File: src/rtl/core/lvsg_pkg.sv
// ============================================================================
// lvsg_pkg : shared types and constants of the lead vehicle speed governor
// Field widths, stream packing offsets, register codes, datapath commands,
// controller states and reset values of the governor.
// ============================================================================
package lvsg_pkg;

    // field widths of the stream items and registers
    localparam int POS_W  = 22;    // longitudinal positions and gaps
    localparam int LAT_W  = 14;    // lateral offsets
    localparam int VEL_W  = 16;    // velocity components
    localparam int HOR_W  = 6;     // horizon points
    localparam int SPD_W  = 16;    // speeds on the ports and in registers
    localparam int STEP_W = 12;    // speed step register

    // configuration port
    localparam int CFG_W     = 22;
    localparam int CFG_IDX_W = 3;

    // input tdata packing, lowest field first
    localparam int OFS_VS  = 0;
    localparam int OFS_VD  = OFS_VS + POS_W;
    localparam int OFS_VX  = OFS_VD + LAT_W;
    localparam int OFS_VY  = OFS_VX + VEL_W;
    localparam int OFS_ES  = OFS_VY + VEL_W;
    localparam int OFS_ED  = OFS_ES + POS_W;
    localparam int OFS_HOR = OFS_ED + LAT_W;
    localparam int IN_BITS = OFS_HOR + HOR_W;
    localparam int IN_DATA_W = ((IN_BITS + 7) / 8) * 8;

    // output tdata packing: ego_speed, lead_gap, lead_speed
    localparam int OUT_BITS   = SPD_W + POS_W + SPD_W;
    localparam int OUT_DATA_W = ((OUT_BITS + 7) / 8) * 8;
    localparam int OUT_USER_W = 2;

    // parameter defaults
    localparam int DEF_POSITION_BITS = 22;
    localparam int DEF_SPEED_BITS    = 16;
    localparam int DEF_HORIZON_MAX   = 63;

    // arithmetic constants
    localparam longint unsigned SENTINEL_GAP = 64'd256000;  // 1000 m
    localparam int DIV_PTS         = 50;                    // points per second
    localparam int DIV_PTS_LOG2    = $clog2(DIV_PTS);
    localparam int SQ_W            = 2 * VEL_W;             // vx*vx + vy*vy
    localparam int ROOT_W          = VEL_W;
    localparam int ROOT_STEPS      = SQ_W / 2;
    localparam int ITER_W          = $clog2(ROOT_STEPS);
    localparam int RATIO_NUM_CATCH = 9;                     // 0.90 of lead speed
    localparam int RATIO_DEN_CATCH = 10;
    localparam int RATIO_NUM_LIMIT = 99;                    // 0.99 of limit
    localparam int RATIO_DEN_LIMIT = 100;

    // register reset values
    localparam logic [POS_W-1:0]  RST_ROAD_LENGTH   = 22'd1778062;
    localparam logic [SPD_W-1:0]  RST_SPEED_LIMIT   = 16'd5632;
    localparam logic [SPD_W-1:0]  RST_MIN_SPEED     = 16'd0;
    localparam logic [LAT_W-1:0]  RST_LANE_HALF     = 14'd512;
    localparam logic [POS_W-1:0]  RST_TOO_CLOSE_GAP = 22'd6400;
    localparam logic [POS_W-1:0]  RST_CATCH_NEAR    = 22'd7680;
    localparam logic [POS_W-1:0]  RST_CATCH_FAR     = 22'd12800;
    localparam logic [STEP_W-1:0] RST_SPEED_STEP    = 12'd57;

    typedef enum logic [CFG_IDX_W-1:0] {
        CFG_ROAD_LENGTH   = 3'd0,
        CFG_SPEED_LIMIT   = 3'd1,
        CFG_MIN_SPEED     = 3'd2,
        CFG_LANE_HALF     = 3'd3,
        CFG_TOO_CLOSE_GAP = 3'd4,
        CFG_CATCH_NEAR    = 3'd5,
        CFG_CATCH_FAR     = 3'd6,
        CFG_SPEED_STEP    = 3'd7
    } t_cfg_idx;

    typedef struct packed {
        logic [POS_W-1:0]  road_length;
        logic [SPD_W-1:0]  speed_limit;
        logic [SPD_W-1:0]  min_speed;
        logic [LAT_W-1:0]  lane_half_width;
        logic [POS_W-1:0]  too_close_gap;
        logic [POS_W-1:0]  catch_up_near;
        logic [POS_W-1:0]  catch_up_far;
        logic [STEP_W-1:0] speed_step;
    } t_cfg;

    typedef struct packed {
        logic [POS_W-1:0]        vehicle_s;
        logic [LAT_W-1:0]        vehicle_d;
        logic signed [VEL_W-1:0] vehicle_vx;
        logic signed [VEL_W-1:0] vehicle_vy;
        logic [POS_W-1:0]        ego_s;
        logic [LAT_W-1:0]        ego_d;
        logic [HOR_W-1:0]        horizon_points;
        logic                    is_vehicle;
        logic                    last_in_frame;
    } t_item;

    typedef struct packed {
        logic [SPD_W-1:0] ego_speed;
        logic             too_close;
        logic [POS_W-1:0] lead_gap;
        logic [SPD_W-1:0] lead_speed;
        logic             lead_found;
    } t_result;

    typedef enum logic [3:0] {
        DP_NONE,
        DP_LOAD,
        DP_SQUARE,
        DP_ROOT_INIT,
        DP_ROOT_STEP,
        DP_MUL_V,
        DP_DIV_V,
        DP_MUL_E,
        DP_DIV_E,
        DP_GAP,
        DP_WRAP_HI,
        DP_WRAP_LO,
        DP_KEEP,
        DP_FRAME
    } t_dp_op;

    typedef struct packed {
        t_dp_op op;
    } t_cmd;

    typedef struct packed {
        logic is_vehicle;
        logic last;
        logic in_lane;
        logic out_free;
    } t_sts;

    typedef enum logic [3:0] {
        ST_IDLE,
        ST_CHECK,
        ST_ROOT_INIT,
        ST_ROOT,
        ST_MUL_V,
        ST_DIV_V,
        ST_MUL_E,
        ST_DIV_E,
        ST_GAP,
        ST_WRAP_HI,
        ST_WRAP_LO,
        ST_KEEP,
        ST_FRAME
    } t_state;

endpackage

File: src/rtl/core/lvsg_cfg.sv
// ============================================================================
// lvsg_cfg : configuration registers
// Eight write-only registers, loaded from the plain write port by index.
// ============================================================================
module lvsg_cfg (
    input  logic                           i_clk,
    input  logic                           i_rst_n,
    input  logic                           i_we,
    input  logic [lvsg_pkg::CFG_IDX_W-1:0] i_index,
    input  logic [lvsg_pkg::CFG_W-1:0]     i_wdata,
    output lvsg_pkg::t_cfg                 o_cfg
);
    import lvsg_pkg::*;

    t_cfg r_cfg;

    always_ff @(posedge i_clk) begin
        if (!i_rst_n) begin
            r_cfg.road_length     <= RST_ROAD_LENGTH;
            r_cfg.speed_limit     <= RST_SPEED_LIMIT;
            r_cfg.min_speed       <= RST_MIN_SPEED;
            r_cfg.lane_half_width <= RST_LANE_HALF;
            r_cfg.too_close_gap   <= RST_TOO_CLOSE_GAP;
            r_cfg.catch_up_near   <= RST_CATCH_NEAR;
            r_cfg.catch_up_far    <= RST_CATCH_FAR;
            r_cfg.speed_step      <= RST_SPEED_STEP;
        end else if (i_we) begin
            unique case (t_cfg_idx'(i_index))
                CFG_ROAD_LENGTH:   r_cfg.road_length     <= i_wdata[POS_W-1:0];
                CFG_SPEED_LIMIT:   r_cfg.speed_limit     <= i_wdata[SPD_W-1:0];
                CFG_MIN_SPEED:     r_cfg.min_speed       <= i_wdata[SPD_W-1:0];
                CFG_LANE_HALF:     r_cfg.lane_half_width <= i_wdata[LAT_W-1:0];
                CFG_TOO_CLOSE_GAP: r_cfg.too_close_gap   <= i_wdata[POS_W-1:0];
                CFG_CATCH_NEAR:    r_cfg.catch_up_near   <= i_wdata[POS_W-1:0];
                CFG_CATCH_FAR:     r_cfg.catch_up_far    <= i_wdata[POS_W-1:0];
                CFG_SPEED_STEP:    r_cfg.speed_step      <= i_wdata[STEP_W-1:0];
            endcase
        end
    end

    assign o_cfg = r_cfg;

endmodule

File: src/rtl/core/lvsg_ctrl.sv
// ============================================================================
// lvsg_ctrl : sequencing controller
// Steps the datapath through square, root iterations, projection, gap wrap
// and frame close, one command per cycle unless the frame close must wait.
// ============================================================================
module lvsg_ctrl (
    input  logic           i_clk,
    input  logic           i_rst_n,
    input  logic           i_valid,
    output logic           o_ready,
    input  lvsg_pkg::t_sts i_sts,
    output lvsg_pkg::t_cmd o_cmd
);
    import lvsg_pkg::*;

    localparam logic [ITER_W-1:0] ITER_LAST = ITER_W'(ROOT_STEPS - 1);

    t_state            r_state, n_state;
    logic [ITER_W-1:0] r_iter, n_iter;

    always_ff @(posedge i_clk) begin
        if (!i_rst_n) begin
            r_state <= ST_IDLE;
            r_iter  <= '0;
        end else begin
            r_state <= n_state;
            r_iter  <= n_iter;
        end
    end

    // next state
    always_comb begin
        n_state = r_state;
        unique case (r_state)
            ST_IDLE:      if (i_valid) n_state = ST_CHECK;
            ST_CHECK: begin
                priority if (i_sts.is_vehicle && i_sts.in_lane) n_state = ST_ROOT_INIT;
                else if (i_sts.last)                              n_state = ST_FRAME;
                else                                              n_state = ST_IDLE;
            end
            ST_ROOT_INIT: n_state = ST_ROOT;
            ST_ROOT:      if (r_iter == ITER_LAST) n_state = ST_MUL_V;
            ST_MUL_V:     n_state = ST_DIV_V;
            ST_DIV_V:     n_state = ST_MUL_E;
            ST_MUL_E:     n_state = ST_DIV_E;
            ST_DIV_E:     n_state = ST_GAP;
            ST_GAP:       n_state = ST_WRAP_HI;
            ST_WRAP_HI:   n_state = ST_WRAP_LO;
            ST_WRAP_LO:   n_state = ST_KEEP;
            ST_KEEP:      n_state = i_sts.last ? ST_FRAME : ST_IDLE;
            // hold until the previous result has been transferred
            ST_FRAME:     if (i_sts.out_free) n_state = ST_IDLE;
            default:      n_state = ST_IDLE;
        endcase
    end

    // root iteration counter
    always_comb begin
        n_iter = r_iter;
        unique case (r_state)
            ST_ROOT_INIT: n_iter = '0;
            ST_ROOT:      n_iter = r_iter + ITER_W'(1);
            default:      n_iter = r_iter;
        endcase
    end

    // outputs
    always_comb begin
        o_ready   = 1'b0;
        o_cmd.op  = DP_NONE;
        unique case (r_state)
            ST_IDLE: begin
                o_ready  = 1'b1;
                o_cmd.op = i_valid ? DP_LOAD : DP_NONE;
            end
            ST_CHECK:     o_cmd.op = DP_SQUARE;
            ST_ROOT_INIT: o_cmd.op = DP_ROOT_INIT;
            ST_ROOT:      o_cmd.op = DP_ROOT_STEP;
            ST_MUL_V:     o_cmd.op = DP_MUL_V;
            ST_DIV_V:     o_cmd.op = DP_DIV_V;
            ST_MUL_E:     o_cmd.op = DP_MUL_E;
            ST_DIV_E:     o_cmd.op = DP_DIV_E;
            ST_GAP:       o_cmd.op = DP_GAP;
            ST_WRAP_HI:   o_cmd.op = DP_WRAP_HI;
            ST_WRAP_LO:   o_cmd.op = DP_WRAP_LO;
            ST_KEEP:      o_cmd.op = DP_KEEP;
            ST_FRAME:     o_cmd.op = i_sts.out_free ? DP_FRAME : DP_NONE;
            default:      o_cmd.op = DP_NONE;
        endcase
    end

endmodule

File: src/rtl/core/lvsg_dp.sv
// ============================================================================
// lvsg_dp : governor datapath
// Item register, squares, bit-pair square root, projection by multiply and
// reciprocal, gap wrap, nearest-lead tracking, speed step and result register.
// ============================================================================
module lvsg_dp #(
    parameter int POSITION_BITS = lvsg_pkg::DEF_POSITION_BITS,
    parameter int SPEED_BITS    = lvsg_pkg::DEF_SPEED_BITS,
    parameter int HORIZON_MAX   = lvsg_pkg::DEF_HORIZON_MAX
) (
    input  logic              i_clk,
    input  logic              i_rst_n,
    input  lvsg_pkg::t_cfg    i_cfg,
    input  lvsg_pkg::t_item   i_item,
    input  lvsg_pkg::t_cmd    i_cmd,
    output lvsg_pkg::t_sts    o_sts,
    output logic              o_res_valid,
    input  logic              i_res_ready,
    output lvsg_pkg::t_result o_res
);
    import lvsg_pkg::*;

    localparam int PW  = POSITION_BITS;
    localparam int SW  = SPEED_BITS;
    localparam int MW  = (SW > SPD_W) ? SW : SPD_W;          // multiplier speed operand
    localparam int NW  = HOR_W + MW;                         // h * speed
    localparam int KSH = NW + DIV_PTS_LOG2;                  // reciprocal shift
    localparam logic [NW:0] MREC =
        (NW+1)'(((64'd1 << KSH) + 64'(DIV_PTS) - 64'd1) / 64'(DIV_PTS));
    localparam int AW  = NW - (DIV_PTS_LOG2 - 1);            // advance width
    localparam int XW  = (PW > AW) ? PW : AW;
    localparam int GW  = ((XW > POS_W) ? XW : POS_W) + 2;    // signed gap
    localparam int CW  = (PW > POS_W) ? PW : POS_W;          // gap compares
    localparam int EW  = MW + 1;                             // speed arithmetic
    localparam int TW  = EW + 7;                             // scaled speed compares

    localparam longint unsigned POS_MAX = (64'd1 << PW) - 64'd1;
    localparam logic [PW-1:0] GAP_SENT =
        PW'((SENTINEL_GAP > POS_MAX) ? POS_MAX : SENTINEL_GAP);
    localparam logic [SW-1:0] SPD_ALL = '1;

    // item and working registers
    t_item                   r_item;
    logic [SQ_W-1:0]         r_sqx, r_sqy;
    logic [SQ_W-1:0]         r_rem, r_root, r_bit;
    logic [SW-1:0]           r_spd;
    logic [NW-1:0]           r_prod;
    logic [AW-1:0]           r_advv, r_adve;
    logic signed [GW-1:0]    r_gap;
    // frame state
    logic [PW-1:0]           r_ngap;
    logic [SW-1:0]           r_nspeed;
    logic                    r_found;
    logic [SPD_W-1:0]        r_cur;
    // result
    t_result                 r_res;
    logic                    r_res_valid;

    // lane test
    logic [LAT_W-1:0] dd;
    assign dd = (r_item.vehicle_d >= r_item.ego_d) ? r_item.vehicle_d - r_item.ego_d
                                                    : r_item.ego_d - r_item.vehicle_d;

    assign o_sts.is_vehicle = r_item.is_vehicle;
    assign o_sts.last       = r_item.last_in_frame;
    assign o_sts.in_lane    = dd < i_cfg.lane_half_width;
    assign o_sts.out_free   = !r_res_valid || i_res_ready;

    // squares
    logic signed [SQ_W-1:0] sqx_full, sqy_full;
    assign sqx_full = r_item.vehicle_vx * r_item.vehicle_vx;
    assign sqy_full = r_item.vehicle_vy * r_item.vehicle_vy;

    // one root bit per step
    logic [SQ_W:0] trial;
    logic          take;
    assign trial = {1'b0, r_root} + {1'b0, r_bit};
    assign take  = {1'b0, r_rem} >= trial;

    // speed saturation and projection products
    logic [MW-1:0]    root_m, spd_sat;
    logic [HOR_W-1:0] h_sat;
    logic [NW-1:0]    prod_v, prod_e;
    logic [2*NW:0]    dprod;
    assign root_m  = MW'(r_root[ROOT_W-1:0]);
    assign spd_sat = (root_m > MW'(SPD_ALL)) ? MW'(SPD_ALL) : root_m;
    assign h_sat   = (int'(r_item.horizon_points) > HORIZON_MAX) ? HOR_W'(HORIZON_MAX)
                                                                  : r_item.horizon_points;
    assign prod_v  = NW'(h_sat) * NW'(spd_sat);
    assign prod_e  = NW'(h_sat) * NW'(r_cur);
    assign dprod   = (2*NW+1)'(r_prod) * (2*NW+1)'(MREC);

    // gap and wrap
    logic signed [GW-1:0] gap_raw, len_g;
    logic signed [GW:0]   gap2, len2;
    logic                 keep;
    assign gap_raw = $signed(GW'(PW'(r_item.vehicle_s))) + $signed(GW'(r_advv))
                   - $signed(GW'(PW'(r_item.ego_s)))     - $signed(GW'(r_adve));
    assign len_g   = $signed(GW'(i_cfg.road_length));
    assign len2    = $signed((GW+1)'(i_cfg.road_length));
    assign gap2    = {r_gap, 1'b0};
    assign keep    = (r_gap > 0) && (r_gap < $signed(GW'(r_ngap)));

    // frame close: brake, catch up, cruise toward the limit or hold the speed
    logic [CW-1:0] g_n, g_tc, g_near, g_far;
    logic [EW-1:0] s_e, step_e, ns_e, lim_e, min_e, dec, s_up, s_new;
    logic          close, catch_up, cruise;
    assign g_n    = CW'(r_ngap);
    assign g_tc   = CW'(i_cfg.too_close_gap);
    assign g_near = CW'(i_cfg.catch_up_near);
    assign g_far  = CW'(i_cfg.catch_up_far);
    assign s_e    = EW'(r_cur);
    assign step_e = EW'(i_cfg.speed_step);
    assign ns_e   = EW'(r_nspeed);
    assign lim_e  = EW'(i_cfg.speed_limit);
    assign min_e  = EW'(i_cfg.min_speed);
    assign s_up   = s_e + step_e;

    always_comb begin
        close    = r_found && (g_n < g_tc);
        dec      = (s_e > step_e) ? s_e - step_e : '0;
        if (dec < min_e) dec = min_e;
        catch_up = (g_near < g_n) && (g_n < g_far)
                && (TW'(s_e) * TW'(RATIO_DEN_CATCH) < TW'(ns_e) * TW'(RATIO_NUM_CATCH));
        cruise   = (g_n > g_far)
                && (TW'(s_e) * TW'(RATIO_DEN_LIMIT) < TW'(lim_e) * TW'(RATIO_NUM_LIMIT));
        priority if (close)    s_new = dec;
        else if (catch_up)     s_new = (s_up > ns_e) ? ns_e : s_up;
        else if (cruise)       s_new = (s_up > lim_e) ? lim_e : s_up;
        else                   s_new = s_e;
    end

    // working registers
    always_ff @(posedge i_clk) begin
        unique case (i_cmd.op)
            DP_LOAD:   r_item <= i_item;
            DP_SQUARE: begin
                r_sqx <= unsigned'(sqx_full);
                r_sqy <= unsigned'(sqy_full);
            end
            DP_ROOT_INIT: begin
                r_rem  <= r_sqx + r_sqy;
                r_root <= '0;
                r_bit  <= SQ_W'(1) << (SQ_W - 2);
            end
            DP_ROOT_STEP: begin
                if (take) begin
                    r_rem  <= r_rem - trial[SQ_W-1:0];
                    r_root <= (r_root >> 1) + r_bit;
                end else begin
                    r_root <= r_root >> 1;
                end
                r_bit <= r_bit >> 2;
            end
            DP_MUL_V: begin
                r_spd  <= SW'(spd_sat);
                r_prod <= prod_v;
            end
            DP_DIV_V:  r_advv <= AW'(dprod >> KSH);
            DP_MUL_E:  r_prod <= prod_e;
            DP_DIV_E:  r_adve <= AW'(dprod >> KSH);
            DP_GAP:    r_gap  <= gap_raw;
            DP_WRAP_HI: if (gap2 > len2)  r_gap <= r_gap - len_g;
            DP_WRAP_LO: if (gap2 < -len2) r_gap <= r_gap + len_g;
            DP_FRAME: begin
                r_res.ego_speed  <= SPD_W'(s_new);
                r_res.too_close  <= close;
                r_res.lead_gap   <= POS_W'(r_ngap);
                r_res.lead_speed <= SPD_W'(r_nspeed);
                r_res.lead_found <= r_found;
            end
            default: ;
        endcase
    end

    // frame state and result handshake
    always_ff @(posedge i_clk) begin
        if (!i_rst_n) begin
            r_ngap      <= GAP_SENT;
            r_nspeed    <= SPD_ALL;
            r_found     <= 1'b0;
            r_cur       <= '0;
            r_res_valid <= 1'b0;
        end else begin
            unique case (i_cmd.op)
                DP_KEEP: begin
                    if (keep) begin
                        r_ngap   <= PW'(r_gap);
                        r_nspeed <= r_spd;
                        r_found  <= 1'b1;
                    end
                end
                DP_FRAME: begin
                    r_cur    <= SPD_W'(s_new);
                    r_ngap   <= GAP_SENT;
                    r_nspeed <= SPD_ALL;
                    r_found  <= 1'b0;
                end
                default: ;
            endcase
            if (i_cmd.op == DP_FRAME) begin
                r_res_valid <= 1'b1;
            end else if (i_res_ready) begin
                r_res_valid <= 1'b0;
            end
        end
    end

    assign o_res_valid = r_res_valid;
    assign o_res       = r_res;

`ifndef SYNTHESIS
    a_no_lead_is_sentinel: assert property (@(posedge i_clk) disable iff (!i_rst_n)
        !r_found |-> (r_ngap == GAP_SENT) && (r_nspeed == SPD_ALL))
        else $error("frame state without a lead is not at its sentinel");

    a_frame_only_when_free: assert property (@(posedge i_clk) disable iff (!i_rst_n)
        (i_cmd.op == DP_FRAME) |-> o_sts.out_free)
        else $error("frame closed while the result register was occupied");

    a_result_from_frame: assert property (@(posedge i_clk) disable iff (!i_rst_n)
        $rose(r_res_valid) |-> $past(i_cmd.op == DP_FRAME))
        else $error("result appeared without a frame close");

    a_close_needs_lead: assert property (@(posedge i_clk) disable iff (!i_rst_n)
        r_res_valid |-> (!r_res.too_close || r_res.lead_found))
        else $error("too_close reported without a lead");
`endif

endmodule

File: src/rtl/core/lead_vehicle_speed_governor.sv
// ============================================================================
// lead_vehicle_speed_governor : lead vehicle selection and ego speed stepping
// Picks the nearest same-lane vehicle ahead of each sensor frame and steps
// the ego speed once per frame.
// ============================================================================
// A vehicle item inside the lane holds off the next input until it is through
// its steps: square, root set-up, sixteen steps of the bit-pair square root,
// the vehicle and ego projections, each a product and then a multiply by the
// shared reciprocal, then gap, wrap above, wrap below and the nearest-lead
// update. Marker items and vehicles outside the lane stop after the lane
// check. The last item of a frame adds a step to step the ego speed and load
// the result register, and holds there while the previous result has not
// yet been transferred. There is no clearing pass after reset.
module lead_vehicle_speed_governor #(
    parameter int POSITION_BITS = lvsg_pkg::DEF_POSITION_BITS,
    parameter int SPEED_BITS    = lvsg_pkg::DEF_SPEED_BITS,
    parameter int HORIZON_MAX   = lvsg_pkg::DEF_HORIZON_MAX
) (
    input  logic                            i_clk,
    input  logic                            i_rst_n,
    // configuration write port
    input  logic                            i_cfg_we,
    input  logic [lvsg_pkg::CFG_IDX_W-1:0]  i_cfg_index,
    input  logic [lvsg_pkg::CFG_W-1:0]      i_cfg_wdata,
    // input stream
    input  logic                            s_axis_tvalid,
    output logic                            s_axis_tready,
    // vehicle_s, vehicle_d, vehicle_vx, vehicle_vy, ego_s, ego_d, horizon_points
    input  logic [lvsg_pkg::IN_DATA_W-1:0]  s_axis_tdata,
    // is_vehicle
    input  logic                            s_axis_tuser,
    // last_in_frame
    input  logic                            s_axis_tlast,
    // output stream
    output logic                            m_axis_tvalid,
    input  logic                            m_axis_tready,
    // ego_speed, lead_gap, lead_speed
    output logic [lvsg_pkg::OUT_DATA_W-1:0] m_axis_tdata,
    // too_close, lead_found
    output logic [lvsg_pkg::OUT_USER_W-1:0] m_axis_tuser
);
    import lvsg_pkg::*;

    t_cfg    cfg;
    t_item   item;
    t_cmd    cmd;
    t_sts    sts;
    t_result res;

    assign item.vehicle_s      = s_axis_tdata[OFS_VS  +: POS_W];
    assign item.vehicle_d      = s_axis_tdata[OFS_VD  +: LAT_W];
    assign item.vehicle_vx     = s_axis_tdata[OFS_VX  +: VEL_W];
    assign item.vehicle_vy     = s_axis_tdata[OFS_VY  +: VEL_W];
    assign item.ego_s          = s_axis_tdata[OFS_ES  +: POS_W];
    assign item.ego_d          = s_axis_tdata[OFS_ED  +: LAT_W];
    assign item.horizon_points = s_axis_tdata[OFS_HOR +: HOR_W];
    assign item.is_vehicle     = s_axis_tuser;
    assign item.last_in_frame  = s_axis_tlast;

    lvsg_cfg u_cfg (
        .i_clk   (i_clk),
        .i_rst_n (i_rst_n),
        .i_we    (i_cfg_we),
        .i_index (i_cfg_index),
        .i_wdata (i_cfg_wdata),
        .o_cfg   (cfg)
    );

    lvsg_ctrl u_ctrl (
        .i_clk   (i_clk),
        .i_rst_n (i_rst_n),
        .i_valid (s_axis_tvalid),
        .o_ready (s_axis_tready),
        .i_sts   (sts),
        .o_cmd   (cmd)
    );

    lvsg_dp #(
        .POSITION_BITS (POSITION_BITS),
        .SPEED_BITS    (SPEED_BITS),
        .HORIZON_MAX   (HORIZON_MAX)
    ) u_dp (
        .i_clk       (i_clk),
        .i_rst_n     (i_rst_n),
        .i_cfg       (cfg),
        .i_item      (item),
        .i_cmd       (cmd),
        .o_sts       (sts),
        .o_res_valid (m_axis_tvalid),
        .i_res_ready (m_axis_tready),
        .o_res       (res)
    );

    assign m_axis_tdata = OUT_DATA_W'({res.lead_speed, res.lead_gap, res.ego_speed});
    assign m_axis_tuser = {res.lead_found, res.too_close};

endmodule
File: config.mk
export PLATFORM = sky130hd
export DESIGN_NAME = lead_vehicle_speed_governor
export DESIGN_NICKNAME = d
export VERILOG_FILES = /design/src/rtl/core/lvsg_pkg.sv /design/src/rtl/core/lvsg_cfg.sv /design/src/rtl/core/lvsg_ctrl.sv /design/src/rtl/core/lvsg_dp.sv /design/src/rtl/core/lead_vehicle_speed_governor.sv
export SDC_FILE = /design/constraint.sdc
export NUM_CORES = 2
export LEC_CHECK = 0
export ABC_CLOCK_PERIOD_IN_PS = 13600
export BUFFER_PORTS_ARGS = -buffer_cell sky130_fd_sc_hd__buf_2
export CORE_UTILIZATION = 40
export DETAILED_ROUTE_END_ITERATION = 8
export SLEW_MARGIN = 20
export SYNTH_ARGS = -nofsm -noshare
export SYNTH_HDL_FRONTEND = slang
export SYNTH_SLANG_ARGS = --single-unit
File: constraint.sdc
create_clock -name i_clk -period 13.6 [get_ports i_clk]
set_clock_uncertainty 0.2 [all_clocks]
set_input_delay 1.36 -clock i_clk [delete_from_list [all_inputs] [get_ports i_clk]]
set_output_delay 1.36 -clock i_clk [all_outputs]
set_load 0.01 [all_outputs]
==> flow_metrics.py <==
metrics = {
    "layout": {
        "final_common_cell": "inv_1",
        "final_cell_mix": "1468 x inv_1, 1088 x ha_1, 828 x fa_1, 823 x nand2_1, 472 x a21oi_1",
        "areaGrowthSynthToFinish_pct": 8.76,
        "nNetsFinal": 10100,
        "n_fill_cell": 17900,
        "fin_util_pct": 43.8,
        "drive_gt1_share_pct": 5.70,
        "final_area_mm2": 0.0811,
    },
    "setup_path": {
        "cp.required_ns": 13.88,
        "cp_num_buf_inv": 4,
        "endpoint_kind": "flop",
        "cp_slowest_cell": "edfxtp_1",
        "cp.arrival_ns": 8.18,
        "r2r_slack_ns": 5.70,
        "crit_chain": "ha_1, inv_1, fa_1, fa_1, inv_1, fa_1, fa_1, fa_1, inv_1, fa_1, inv_1, ha_1, a21oi_1, o21a_1, nor4b_1, a211oi_1, a21oi_1, o21ai_0, o41a_1, a211o_1, a21o_1, a21oi_1, xnor2_1",
        "critical_path_class": "reg2reg",
        "path_max_fanout": 8,
        "critPathMaxStageDelay_ns": 0.62,
        "cp_common_cell": "fa_1",
        "crit_path_start_kind": "flop",
        "critPathTopFamily": "adder cells",
    },
    "timing": {
        "post-route-period-util_pct": 58.1,
        "hold_violations": 0,
        "fmax_ghz": 0.127,
        "worst_slack_ns": 5.70,
        "worst_slew_pin_slew_ns": 1.04,
        "final_max_slew_viol_count": 0,
        "final.setup.tns_ns": 0,
        "finalSetupViolCount": 0,
        "rsz0062_at_grt": "no",
        "max_slew_margin_pct": 30.5,
        "period_needed_ns": 7.90,
    },
    "route": {
        "drc_errors": 0,
        "drt-wirelength-per-cell_um": 18.0,
        "drtPass1Iterations": 6,
        "drt-initial-drc-count": 3045,
        "routed_wl_um": 192000,
        "vias_per_cell": 5.17,
        "antenna_left": 0,
        "via_count": 55000,
    },
    "min_path": {
        "hold_class": "reg2reg",
    },
    "clock_network": {
        "ctsHoldBuffers": 0,
        "postCtsSetupRepairBufs": 0,
        "insertion_delay_ns": 0.74,
        "tritoncts": "done",
        "cts_max_path_buffers": 3,
        "cts_root_buf": "clkbuf_16",
        "clk_pin_slew_ns": 0.06,
        "htreeDepth": 3,
        "clkSinkCount": 616,
        "numCtsBuffers": 80,
        "cts_resized": 0,
    },
    "logic_synthesis": {
        "yosysSeqAreaShare_pct": 22.0,
        "postSynthAreaPerCell_um2": 9.35,
        "async_flop_share_pct": 0,
        "synth_seq_cells": 616,
        "synth_area_mm2": 0.0746,
        "yosys_warnings": 0,
        "synth.distinct_cells": 93,
        "synthFlopType": "edfxtp_1",
        "synthCells": 7981,
        "synth_edf_count": 406,
    },
    "floorplan": {
        "core-area_mm2": 0.185,
        "top_level_ports": 204,
        "die_height_um": 434,
        "die_area_mm2": 0.188,
        "num_rows": 158,
        "fp.dieW_um": 434,
        "initial_utilization_pct": 40.2,
    },
    "place": {
        "gp_congestion": 0.920,
        "portBuffers": 199,
        "dpl.hpwl_um": 153000,
        "dp_slack_ns": 5.66,
        "postPlaceCellArea_mm2": 0.0783,
    },
    "global_routing": {
        "track_usage_pct": 20.7,
        "grt_antenna_before_repair": 7,
        "first_global_vias": 57100,
        "grt_max_degree": 82,
        "grt.overflow.total": 0,
        "grt_pass1_wl_um": 308000,
    },
    "run": {
        "drv_cap": 0,
    },
    "run_status": {
        "outcome": "finished clean",
    },
}
## logic make-up after synthesis
family / synth area share (%)
mux: 0.476
other cells: 0.00503
fa+ha+maj: 40.5
buf+inv: 8.64
compound gates: 12.0
flops: 22.0
simple gates: 11.7
xor+xnor: 4.79
## final timing paths
| check | depth (start not counted) | to | startpoint |
|---|---|---|---|
| worst min register to register | 2 | u_cfg.o_cfg[63] | u_cfg.o_cfg[63] |
| worst min-delay path | 2 | u_cfg.o_cfg[63] | u_cfg.o_cfg[63] |
| worst max register to register | 23 | u_dp.r_advv[16] | u_dp.r_prod[13] |
| worst max-delay path | 23 | u_dp.r_advv[16] | u_dp.r_prod[13] |
## synth_stat cells (11+ instances only)
master	n	area, um2
a2111oi_0	11	96.3
a211oi_1	54	405
a21boi_0	15	113
a21o_1	172	1290
a21oi_1	473	2370
a22o_1	16	140
a31o_2	16	140
a31oi_1	42	263
and2_1	158	988
and3_1	45	282
buf_2	11	55.1
clkbuf_1	198	743
clkbuf_2	12	60.1
dfxtp_1	210	4200
edfxtp_1	406	12200
fa_1	828	16600
ha_1	1088	13600
inv_1	1472	5530
mux2_2	12	135
mux2i_1	22	220
nand2_1	823	3090
nand2b_1	72	450
nand3_1	88	440
nand4_1	67	419
nor2_1	391	1470
nor2b_1	79	494
nor3_1	85	425
nor4_1	18	113
o211ai_1	50	375
o21a_1	66	495
o21ai_0	265	1330
o21bai_1	56	420
o221ai_1	11	96.3
o22ai_1	11	68.8
o31ai_1	22	165
or3_1	27	169
xnor2_1	256	2240
xor2_1	152	1330
## per-layer routing
| layer | routed length, um | GRT usage [%] | vias to the layer above | share of wire [%] |
|---|---|---|---|---|
| li1 | - | - | 26500 | - |
| met1 | 83900 | 26.4 | 27100 | 44 |
| met5 | 13 | 0 | - | 0.0068 |
| met2 | 94700 | 36.9 | 1110 | 49 |
| met4 | 5410 | 5.98 | 2 | 2.8 |
| met3 | 7760 | 2.03 | 266 | 4.0 |
## cell type report
class	count	area, um2	share of cell area [%]
clock buffers	102	2180	2.68
well taps	2480	3100	3.82
inverters	1474	5540	6.82
diodes	1	2.50	0.00308
multi-input cells	5660	51800	63.9
flip-flops and latches	616	16400	20.2
repair buffers	253	1420	1.75
clock inverters	46	658	0.811
## worst min-delay path, delay by kind of cell (launching register included)
family           cells  cell delay [ns]
AO/OA/AOI/OAI        1             0.05
AND/OR/NAND/NOR      1             0.05
flip-flops           1             0.31
## flip-flops by register name, indices dropped and copies added, names as in the netlist, 22 cells and up
signal / flops
u_dp.r_sqx: 31
u_dp.r_root: 32
u_dp.r_item: 104
u_dp.r_rem: 32
u_cfg.o_cfg: 146
u_dp.r_prod: 22
u_dp.r_sqy: 31
u_dp.o_res: 56
u_dp.r_gap: 24
u_dp.g_n: 22
## stage by stage
step                instances  hold slack [ns]
global route            10600            0.268
CTS                     10600            0.254
detailed placement      10500            0.246
finish                  10600            0.251
floorplan                7982            0.222
global placement        10500            0.239
Power is left out: the tool's default activity adds up to more than one toggle a clock period on the data nets, which glitch-free logic cannot reach.
